$ cat config.mk
export PLATFORM = sky130hd
export DESIGN_NAME = bqcnl_mac
export DESIGN_NICKNAME = d
export VERILOG_FILES = /design/src/rtl/bqcnl_pkg.sv /design/src/rtl/bqcnl_mac.sv
export SDC_FILE = /design/constraint.sdc
export NUM_CORES = 2
export LEC_CHECK = 0
export BUFFER_PORTS_ARGS = -buffer_cell sky130_fd_sc_hd__buf_4
export CELL_PAD_IN_SITES_DETAIL_PLACEMENT = 1
export CELL_PAD_IN_SITES_GLOBAL_PLACEMENT = 1
export CORE_ASPECT_RATIO = 0.5
export CORE_MARGIN = 5
export CORE_UTILIZATION = 47
export CTS_BUF_LIST = sky130_fd_sc_hd__clkbuf_4 sky130_fd_sc_hd__clkbuf_8
export DETAILED_ROUTE_END_ITERATION = 12
export PLACE_DENSITY = 0.81
export SKIP_CTS_REPAIR_TIMING = 1
export SYNTH_ARGS = -nofsm -noshare
export SYNTH_HDL_FRONTEND = slang
export SYNTH_SLANG_ARGS = --single-unit
$ cat constraint.sdc
create_clock -name clk_i -period 9.25 [get_ports clk_i]
set_clock_uncertainty 0.1 [all_clocks]
set_input_delay 1.3875 -clock clk_i [delete_from_list [all_inputs] [get_ports clk_i]]
set_output_delay 1.3875 -clock clk_i [all_outputs]
set_load 0.02 [all_outputs]
$ cat src/rtl/bqcnl_pkg.sv
// Shared types, constants and the coefficient table for the cascaded biquad filter.
`timescale 1ns / 1ps
`default_nettype none

package bqcnl_pkg;

  // Fixed-point formats.
  localparam int SigW         = 64;
  localparam int SigFrac      = 24;
  localparam int OutFrac      = 16;
  localparam int OutW         = 41;
  localparam int CoefW        = 32;
  localparam int CoefFracBits = 30;
  localparam int CoefShift    = 30 - CoefFracBits;
  localparam int TableRows    = 16;
  localparam int NumTerms     = 5;

  // Product terms of one section, in summation order.
  localparam logic [2:0] TermB0 = 3'd0;
  localparam logic [2:0] TermB1 = 3'd1;
  localparam logic [2:0] TermB2 = 3'd2;
  localparam logic [2:0] TermA1 = 3'd3;
  localparam logic [2:0] TermA2 = 3'd4;

  // History slots of one section.
  localparam logic [1:0] SlotX1 = 2'd0;
  localparam logic [1:0] SlotX2 = 2'd1;
  localparam logic [1:0] SlotY1 = 2'd2;
  localparam logic [1:0] SlotY2 = 2'd3;

  localparam logic signed [31:0] Unity = 32'sd1073741824;

  // Rows hold b0, b1, b2, a1, a2 in Q2.30; rows past the seventh pass the signal through.
  localparam logic signed [31:0] CoefQ30 [TableRows][NumTerms] = '{
    '{ 32'sd894952847,  -32'sd1448064125, 32'sd894952847,  -32'sd1448064125, 32'sd716163871 },
    '{ 32'sd1020901885, -32'sd1651853953, 32'sd1020901894, -32'sd1793881461, 32'sd960507698 },
    '{ 32'sd963463360,  -32'sd1558916460, 32'sd963463352,  -32'sd1383184776, 32'sd906467087 },
    '{ 32'sd270676,      32'sd541353,     32'sd270676,     -32'sd2083877232, 32'sd1011218114 },
    '{ 32'sd469919,      32'sd939838,     32'sd469919,     -32'sd2093367327, 32'sd1021505179 },
    '{ 32'sd779849,      32'sd1559698,    32'sd779849,     -32'sd2109859525, 32'sd1039237097 },
    '{ 32'sd1021587,     32'sd2043175,    32'sd1021587,    -32'sd2131236511, 32'sd1061581036 },
    '{ Unity, 32'sd0, 32'sd0, 32'sd0, 32'sd0 },
    '{ Unity, 32'sd0, 32'sd0, 32'sd0, 32'sd0 },
    '{ Unity, 32'sd0, 32'sd0, 32'sd0, 32'sd0 },
    '{ Unity, 32'sd0, 32'sd0, 32'sd0, 32'sd0 },
    '{ Unity, 32'sd0, 32'sd0, 32'sd0, 32'sd0 },
    '{ Unity, 32'sd0, 32'sd0, 32'sd0, 32'sd0 },
    '{ Unity, 32'sd0, 32'sd0, 32'sd0, 32'sd0 },
    '{ Unity, 32'sd0, 32'sd0, 32'sd0, 32'sd0 },
    '{ Unity, 32'sd0, 32'sd0, 32'sd0, 32'sd0 }
  };

  localparam logic signed [32:0] CoefHalf =
      (CoefShift > 0) ? (33'sd1 <<< (CoefShift - 1)) : 33'sd0;

  typedef enum logic [2:0] {
    ST_IDLE,
    ST_ABS,
    ST_MLO,
    ST_MHI,
    ST_SCL,
    ST_ACC,
    ST_WB,
    ST_DONE
  } state_e;

  typedef struct packed {
    logic load_op;
    logic mul_lo;
    logic mul_hi;
    logic scale;
    logic accum;
    logic first;
    logic sub;
  } mac_ctrl_t;

  // Coefficient for a section and term, rounded half away from zero to CoefFracBits.
  function automatic logic signed [31:0] coef_at(input logic [3:0] row, input logic [2:0] col);
    logic signed [32:0] raw;
    logic signed [32:0] scaled;
    case (col)
      TermB0: raw = 33'(CoefQ30[row][0]);
      TermB1: raw = 33'(CoefQ30[row][1]);
      TermB2: raw = 33'(CoefQ30[row][2]);
      TermA1: raw = 33'(CoefQ30[row][3]);
      TermA2: raw = 33'(CoefQ30[row][4]);
      default: raw = '0;
    endcase
    if (CoefShift == 0) begin
      scaled = raw;
    end else if (!raw[32]) begin
      scaled = (raw + CoefHalf) >>> CoefShift;
    end else begin
      scaled = -((-raw + CoefHalf) >>> CoefShift);
    end
    return 32'(scaled);
  endfunction

endpackage

`default_nettype wire

$ cat src/rtl/bqcnl_mac.sv
// Shared multiply, scale and saturating accumulate unit for the biquad sections.
`timescale 1ns / 1ps
`default_nettype none

module bqcnl_mac (
  input  logic                                    clk_i,
  input  bqcnl_pkg::mac_ctrl_t                    ctrl_i,
  input  logic signed [bqcnl_pkg::SigW-1:0]       operand_i,
  input  logic signed [bqcnl_pkg::CoefW-1:0]      coef_i,
  output logic signed [bqcnl_pkg::SigW-1:0]       acc_o
);
  import bqcnl_pkg::*;

  localparam int         Up        = 32 - CoefFracBits;
  localparam logic [63:0] SigMax   = {1'b0, {63{1'b1}}};
  localparam logic [63:0] HiLimit  = SigMax >> Up;
  localparam logic [63:0] RoundHalf = 64'd1 << (CoefFracBits - 1);

  logic [63:0]        op_mag_q;
  logic [31:0]        cf_mag_q;
  logic               neg_q;
  logic [63:0]        plo_q;
  logic [63:0]        phi_q;
  logic signed [63:0] term_q;
  logic signed [63:0] acc_q;

  logic [63:0]        op_abs;
  logic [31:0]        cf_abs;
  logic [31:0]        mul_a;
  logic [63:0]        mul_p;
  logic [63:0]        sum_mag;
  logic [63:0]        mag;
  logic signed [63:0] term_d;
  logic signed [64:0] sum_acc;
  logic signed [63:0] sat_sum;
  logic signed [63:0] acc_d;

  always_comb begin
    op_abs = operand_i[63] ? (64'd0 - 64'(operand_i)) : 64'(operand_i);
    cf_abs = coef_i[31] ? (32'd0 - 32'(coef_i)) : 32'(coef_i);
  end

  // One 32x32 multiplier, used for the low and then the high half of the signal.
  assign mul_a = ctrl_i.mul_hi ? op_mag_q[63:32] : op_mag_q[31:0];
  assign mul_p = 64'(mul_a) * 64'(cf_mag_q);

  always_comb begin
    sum_mag = (phi_q << Up) + ((plo_q + RoundHalf) >> CoefFracBits);
    if (phi_q > HiLimit || sum_mag > SigMax) begin
      mag = SigMax;
    end else begin
      mag = sum_mag;
    end
    // Feedback terms are subtracted, which flips the product sign once more.
    if (neg_q ^ ctrl_i.sub) begin
      term_d = -$signed(mag);
    end else begin
      term_d = $signed(mag);
    end
  end

  always_comb begin
    sum_acc = {acc_q[63], acc_q} + {term_q[63], term_q};
    if (sum_acc[64] != sum_acc[63]) begin
      sat_sum = sum_acc[64] ? {1'b1, 63'd0} : {1'b0, {63{1'b1}}};
    end else begin
      sat_sum = sum_acc[63:0];
    end
    acc_d = ctrl_i.first ? term_q : sat_sum;
  end

  always_ff @(posedge clk_i) begin
    if (ctrl_i.load_op) begin
      op_mag_q <= op_abs;
      cf_mag_q <= cf_abs;
      neg_q    <= operand_i[63] ^ coef_i[31];
    end
    if (ctrl_i.mul_lo) begin
      plo_q <= mul_p;
    end
    if (ctrl_i.mul_hi) begin
      phi_q <= mul_p;
    end
    if (ctrl_i.scale) begin
      term_q <= term_d;
    end
    if (ctrl_i.accum) begin
      acc_q <= acc_d;
    end
  end

  assign acc_o = acc_q;

endmodule

`default_nettype wire

# Word level (Yosys, flattened, before mapping)
# Cells that the tools add are included.
# totals
word_cells	30
output_inout_bits	64
inputBits	104
reg_bits	353
# op_classes
n_addsub	6
eq_ne	1
n_bitwise	2
mul	1
mux	8
n_reduce_logical	1
magnitude_cmp	2
# op_table
operator	count
64-bit 2-to-1 mux	5
64-bit by 64-bit adder with 65-bit output	1
64-bit by 30-bit adder with 64-bit output (second input constant)	1
64-bit by 34-bit adder with 64-bit output	1
64-bit by 61-bit > comparator with 1-bit output (second input constant)	1
64-bit by 63-bit > comparator with 1-bit output (second input constant)	1
32-bit by 32-bit multiplier with 64-bit output	1
64-bit negator	1
1-bit by 64-bit subtractor with 64-bit output (first input constant)	1
63-bit 2-to-1 mux	1
32-bit 2-to-1 mux	1
1-bit by 32-bit subtractor with 32-bit output (first input constant)	1
31-bit 2-to-1 mux	1
1-bit bitwise XOR	2
1-bit logical OR	1
1-bit != test	1

# Logic depth before layout (Yosys ltp)
# logic_depth
depth_word	7
ltp_mapped	33
depth_no_buf	30

# Worst setup path before layout
# Ideal clock, no wire load.
# synth_path
path_kind	input to register
start	input port ctrl_i[4] in the netlist's numbering
end	register phi_q[61] (data pin)
n_path_buf	4
path_slack_ns	-0.785
required_time_ns	8.884
t_arrival_ns	9.669
path_stages	30
setup_ns	0.266
cell_sequence	clkbuf_1 buf_1 mux2_2 clkbuf_1 and2_1 fa_1 fa_1 fa_1 inv_1 fa_1 inv_1 fa_1 fa_1 fa_1 inv_1 fa_1 inv_1 ha_1 clkbuf_1 nand4_1 a211oi_1 o2111a_1 o31ai_1 a2111oi_0 o21bai_1 a41oi_1 o41ai_1 a221oi_1 o21bai_1 xor2_1
# synth_via
elab_chain_cells	2
# synth_rtl
element	line_no	text
start, declared	bqcnl_mac.sv:7	input bqcnl_pkg::mac_ctrl_t ctrl_i,
32-bit 2-to-1 mux	bqcnl_mac.sv:44	assign mul_a = ctrl_i.mul_hi ? op_mag_q[63:32] : op_mag_q[31:0];
32-bit by 32-bit multiplier with 64-bit output	bqcnl_mac.sv:45	assign mul_p = 64'(mul_a) * 64'(cf_mag_q);
via mul_p[61]	bqcnl_mac.sv:30	logic [63:0] mul_p;
end signal, assigned	bqcnl_mac.sv:82	phi_q <= mul_p;
end, declared	bqcnl_mac.sv:23	logic [63:0] phi_q;
# The timed path passes the listed nets, and every way through them passes these cells.
# A chain may end at the register's enable or synchronous reset.

# Worst setup path after layout
# layout_path
start	input port ctrl_i[4] in the netlist's numbering
end	register plo_q[61] (data pin)
# layout_via
elab_chain_cells	2
# layout_rtl
element	line_no	text
32-bit 2-to-1 mux	bqcnl_mac.sv:44	
32-bit by 32-bit multiplier with 64-bit output	bqcnl_mac.sv:45	
via mul_p[61]	bqcnl_mac.sv:30	
end signal, assigned	bqcnl_mac.sv:79	plo_q <= mul_p;
end, declared	bqcnl_mac.sv:22	logic [63:0] plo_q;
# The timed path passes the listed nets, and every way through them passes these cells.

==> metrics <==
status completed; RSZ-0062 raised after global routing yes; crit-path max cell delay 0.60 ns; nets 7539; part of the cycle the worst path needs 99.47%; most common cell in the netlist inv_1; TritonRoute pass-1 iters 5; worst relative slew slack 17.50%; CTS Buffer Depth 3; register area 0.009729 mm2; Yosys Warn Count 0; initial antenna violation count 7; fin. max-slew vios 0; vias in the first global route 50.94k; number of flops mapped to enable cells by yosys 324; final setup vio count 0; die area 0.1252 mm2; Clock H-tree levels 2; reg2reg path depth 28; footprint of the multi-input gates 0.04153 mm2; main flop type after synthesis edfxtp_1; CP Capture Type register; grt ovf 0; CTS tree yes; # DRC 0; CP max-delay cell fa_1; Critical Path RT 9.60 ns; synth top area cells fa_1, edfxtp_1, ha_1; Synth-to-Final Area Change 12.14%; post-DR vias/cell 5.735; Rows 89; Port Buffers 167; post-synth cell types 99; Period minus WS final 9.201 ns; Die W 495.5 um; largest net degree at the start of global routing 98; routed length per instance 24.03 um; dpl hpwl 151400 um; hold depth 2; drt first-iter violations 3517; Antenna Nets Post-Route 0; setup TNS 0 ns; initial core utilization 47.14%; # clock sinks 324; Mapped Avg Cell Area 9.362 um2; area leader, netlist fa_1; first-pass GRT wire length 289600 um; Crit Path Class input pin to register; CTS root buffer clkbuf_8; Fin. Hold Viols 0; Clock Pin Slew Worst Setup and Hold Paths 0.07 ns; core area 0.1175 mm2; Syn Nets 7281; maxcap violations 0; Synth Instances 5916; register area share after synthesis 17.57%; clock latency at the later pin of the worst-skew pair 0.72 ns; ratio of cells with drive above 1 in the final layout 12.41%; mapped cell area 0.05539 mm2; fill count 13.34k; share of synthesized flip-flops with an asynchronous set or reset 0%; I/O pin total 168; Post-synth top cells inv_1, fa_1, nand2_1; synthesis-stage register bit count 324; Vias 44.79k; Total GRT Usage 29.44%; gp weighted congestion 0.9563; drt total wl 187600 um; Yosys top cell area share 32.46%; Die Y 252.7 um; HP Class register to register; CP max FO 9; CTS Buf Count 52; WP data arrival 9.56 ns; Tightest Pin Transition 1.238 ns; crit start category input pin; fmax 108.7 MHz
-- cells in the final DEF (no fill, tap or decap), types with 30 or more instances in the layout --
cell type,n
a21o_1,88
and3_1,44
o31ai_1,35
clkbuf_8,52
buf_4,483
nand3_1,79
nor2b_1,68
edfxtp_1,324
xor2_1,77
nand4_1,46
nand2_1,655
o21ai_0,122
o21bai_1,37
or3_1,30
ha_1,348
a21oi_1,280
and2_1,629
xnor2_1,247
nor3_1,48
nor2_1,155
inv_1,969
fa_1,874
-- area by class of cell --
type	count	area share, %
Multi-Input combinational cell	4316	66.86
Clock buffer	56	1.201
Clock inverter	39	0.7152
Antenna cell	3	0.01209
Timing Repair Buffer	504	6.436
Tap cell	1592	3.207
Inverter	976	5.899
Sequential cell	324	15.67
-- sequential cells by signal, summed over array words and instances (netlist names) --
register	cells
phi_q	64
plo_q	35
op_mag_q	64
term_q	64
cf_mag_q	32
acc_o	64
neg_q	1
-- metrics by stage --
stage                     setup WS, ns  std cells  hold slack, ns  instance area [um2]  utilization [%]
after global routing          -0.08487       7809          0.5285                62110            52.86
final                          0.04857       7810          0.4817                62110            52.87
after floorplan               -0.01359       5916          0.4281                56010                -
after global placement         -0.8059       7685          0.4428                60210            51.25
after CTS                      -0.3538       7780          0.4830                61400            52.26
after detailed placement        -1.097       7685          0.4680                60210            51.25
-- logic make-up after synthesis --
group | Yosys count | synth area share (%)
compound gates | 806 | 9.438
xor+xnor | 328 | 5.214
fa+ha+maj | 1261 | 40.66
buf+inv | 1282 | 8.785
flops | 324 | 17.57
mux | 39 | 0.7794
simple gates | 1876 | 17.56
-- routing by layer --
| layer | routed length [um] | GRT usage (%) | vias up |
|---|---|---|---|
| met2 | 90570 | 50.71 | 1846 |
| li1 | - | - | 19378 |
| met5 | 15 | 0 | - |
| met4 | 6675 | 9.106 | 2 |
| met1 | 76630 | 38.52 | 23093 |
| met3 | 13760 | 4.493 | 473 |
-- worst paths after layout --
check,start,to,slack [ns]
max,ctrl_i[4],plo_q[61]$_DFFE_PP_,0.05
min,term_q[46]$_DFFE_PP_,acc_o[46]$_DFFE_PP_,0.48
max reg2reg,cf_mag_q[6]$_DFFE_PP_,plo_q[61]$_DFFE_PP_,0.42
min reg2reg,term_q[46]$_DFFE_PP_,acc_o[46]$_DFFE_PP_,0.48
-- critical path, delay by kind of cell --
kind,cells,cell delay [ns]
mux,1,0.38
compound gates,8,1.79
simple gates,1,0.18
fa+ha+maj,9,4.16
xor+xnor,1,0.10
buf+inv,14,1.54
Power is left out: the tool's default activity adds up to more than one toggle a clock period on the data nets, which glitch-free logic cannot reach.
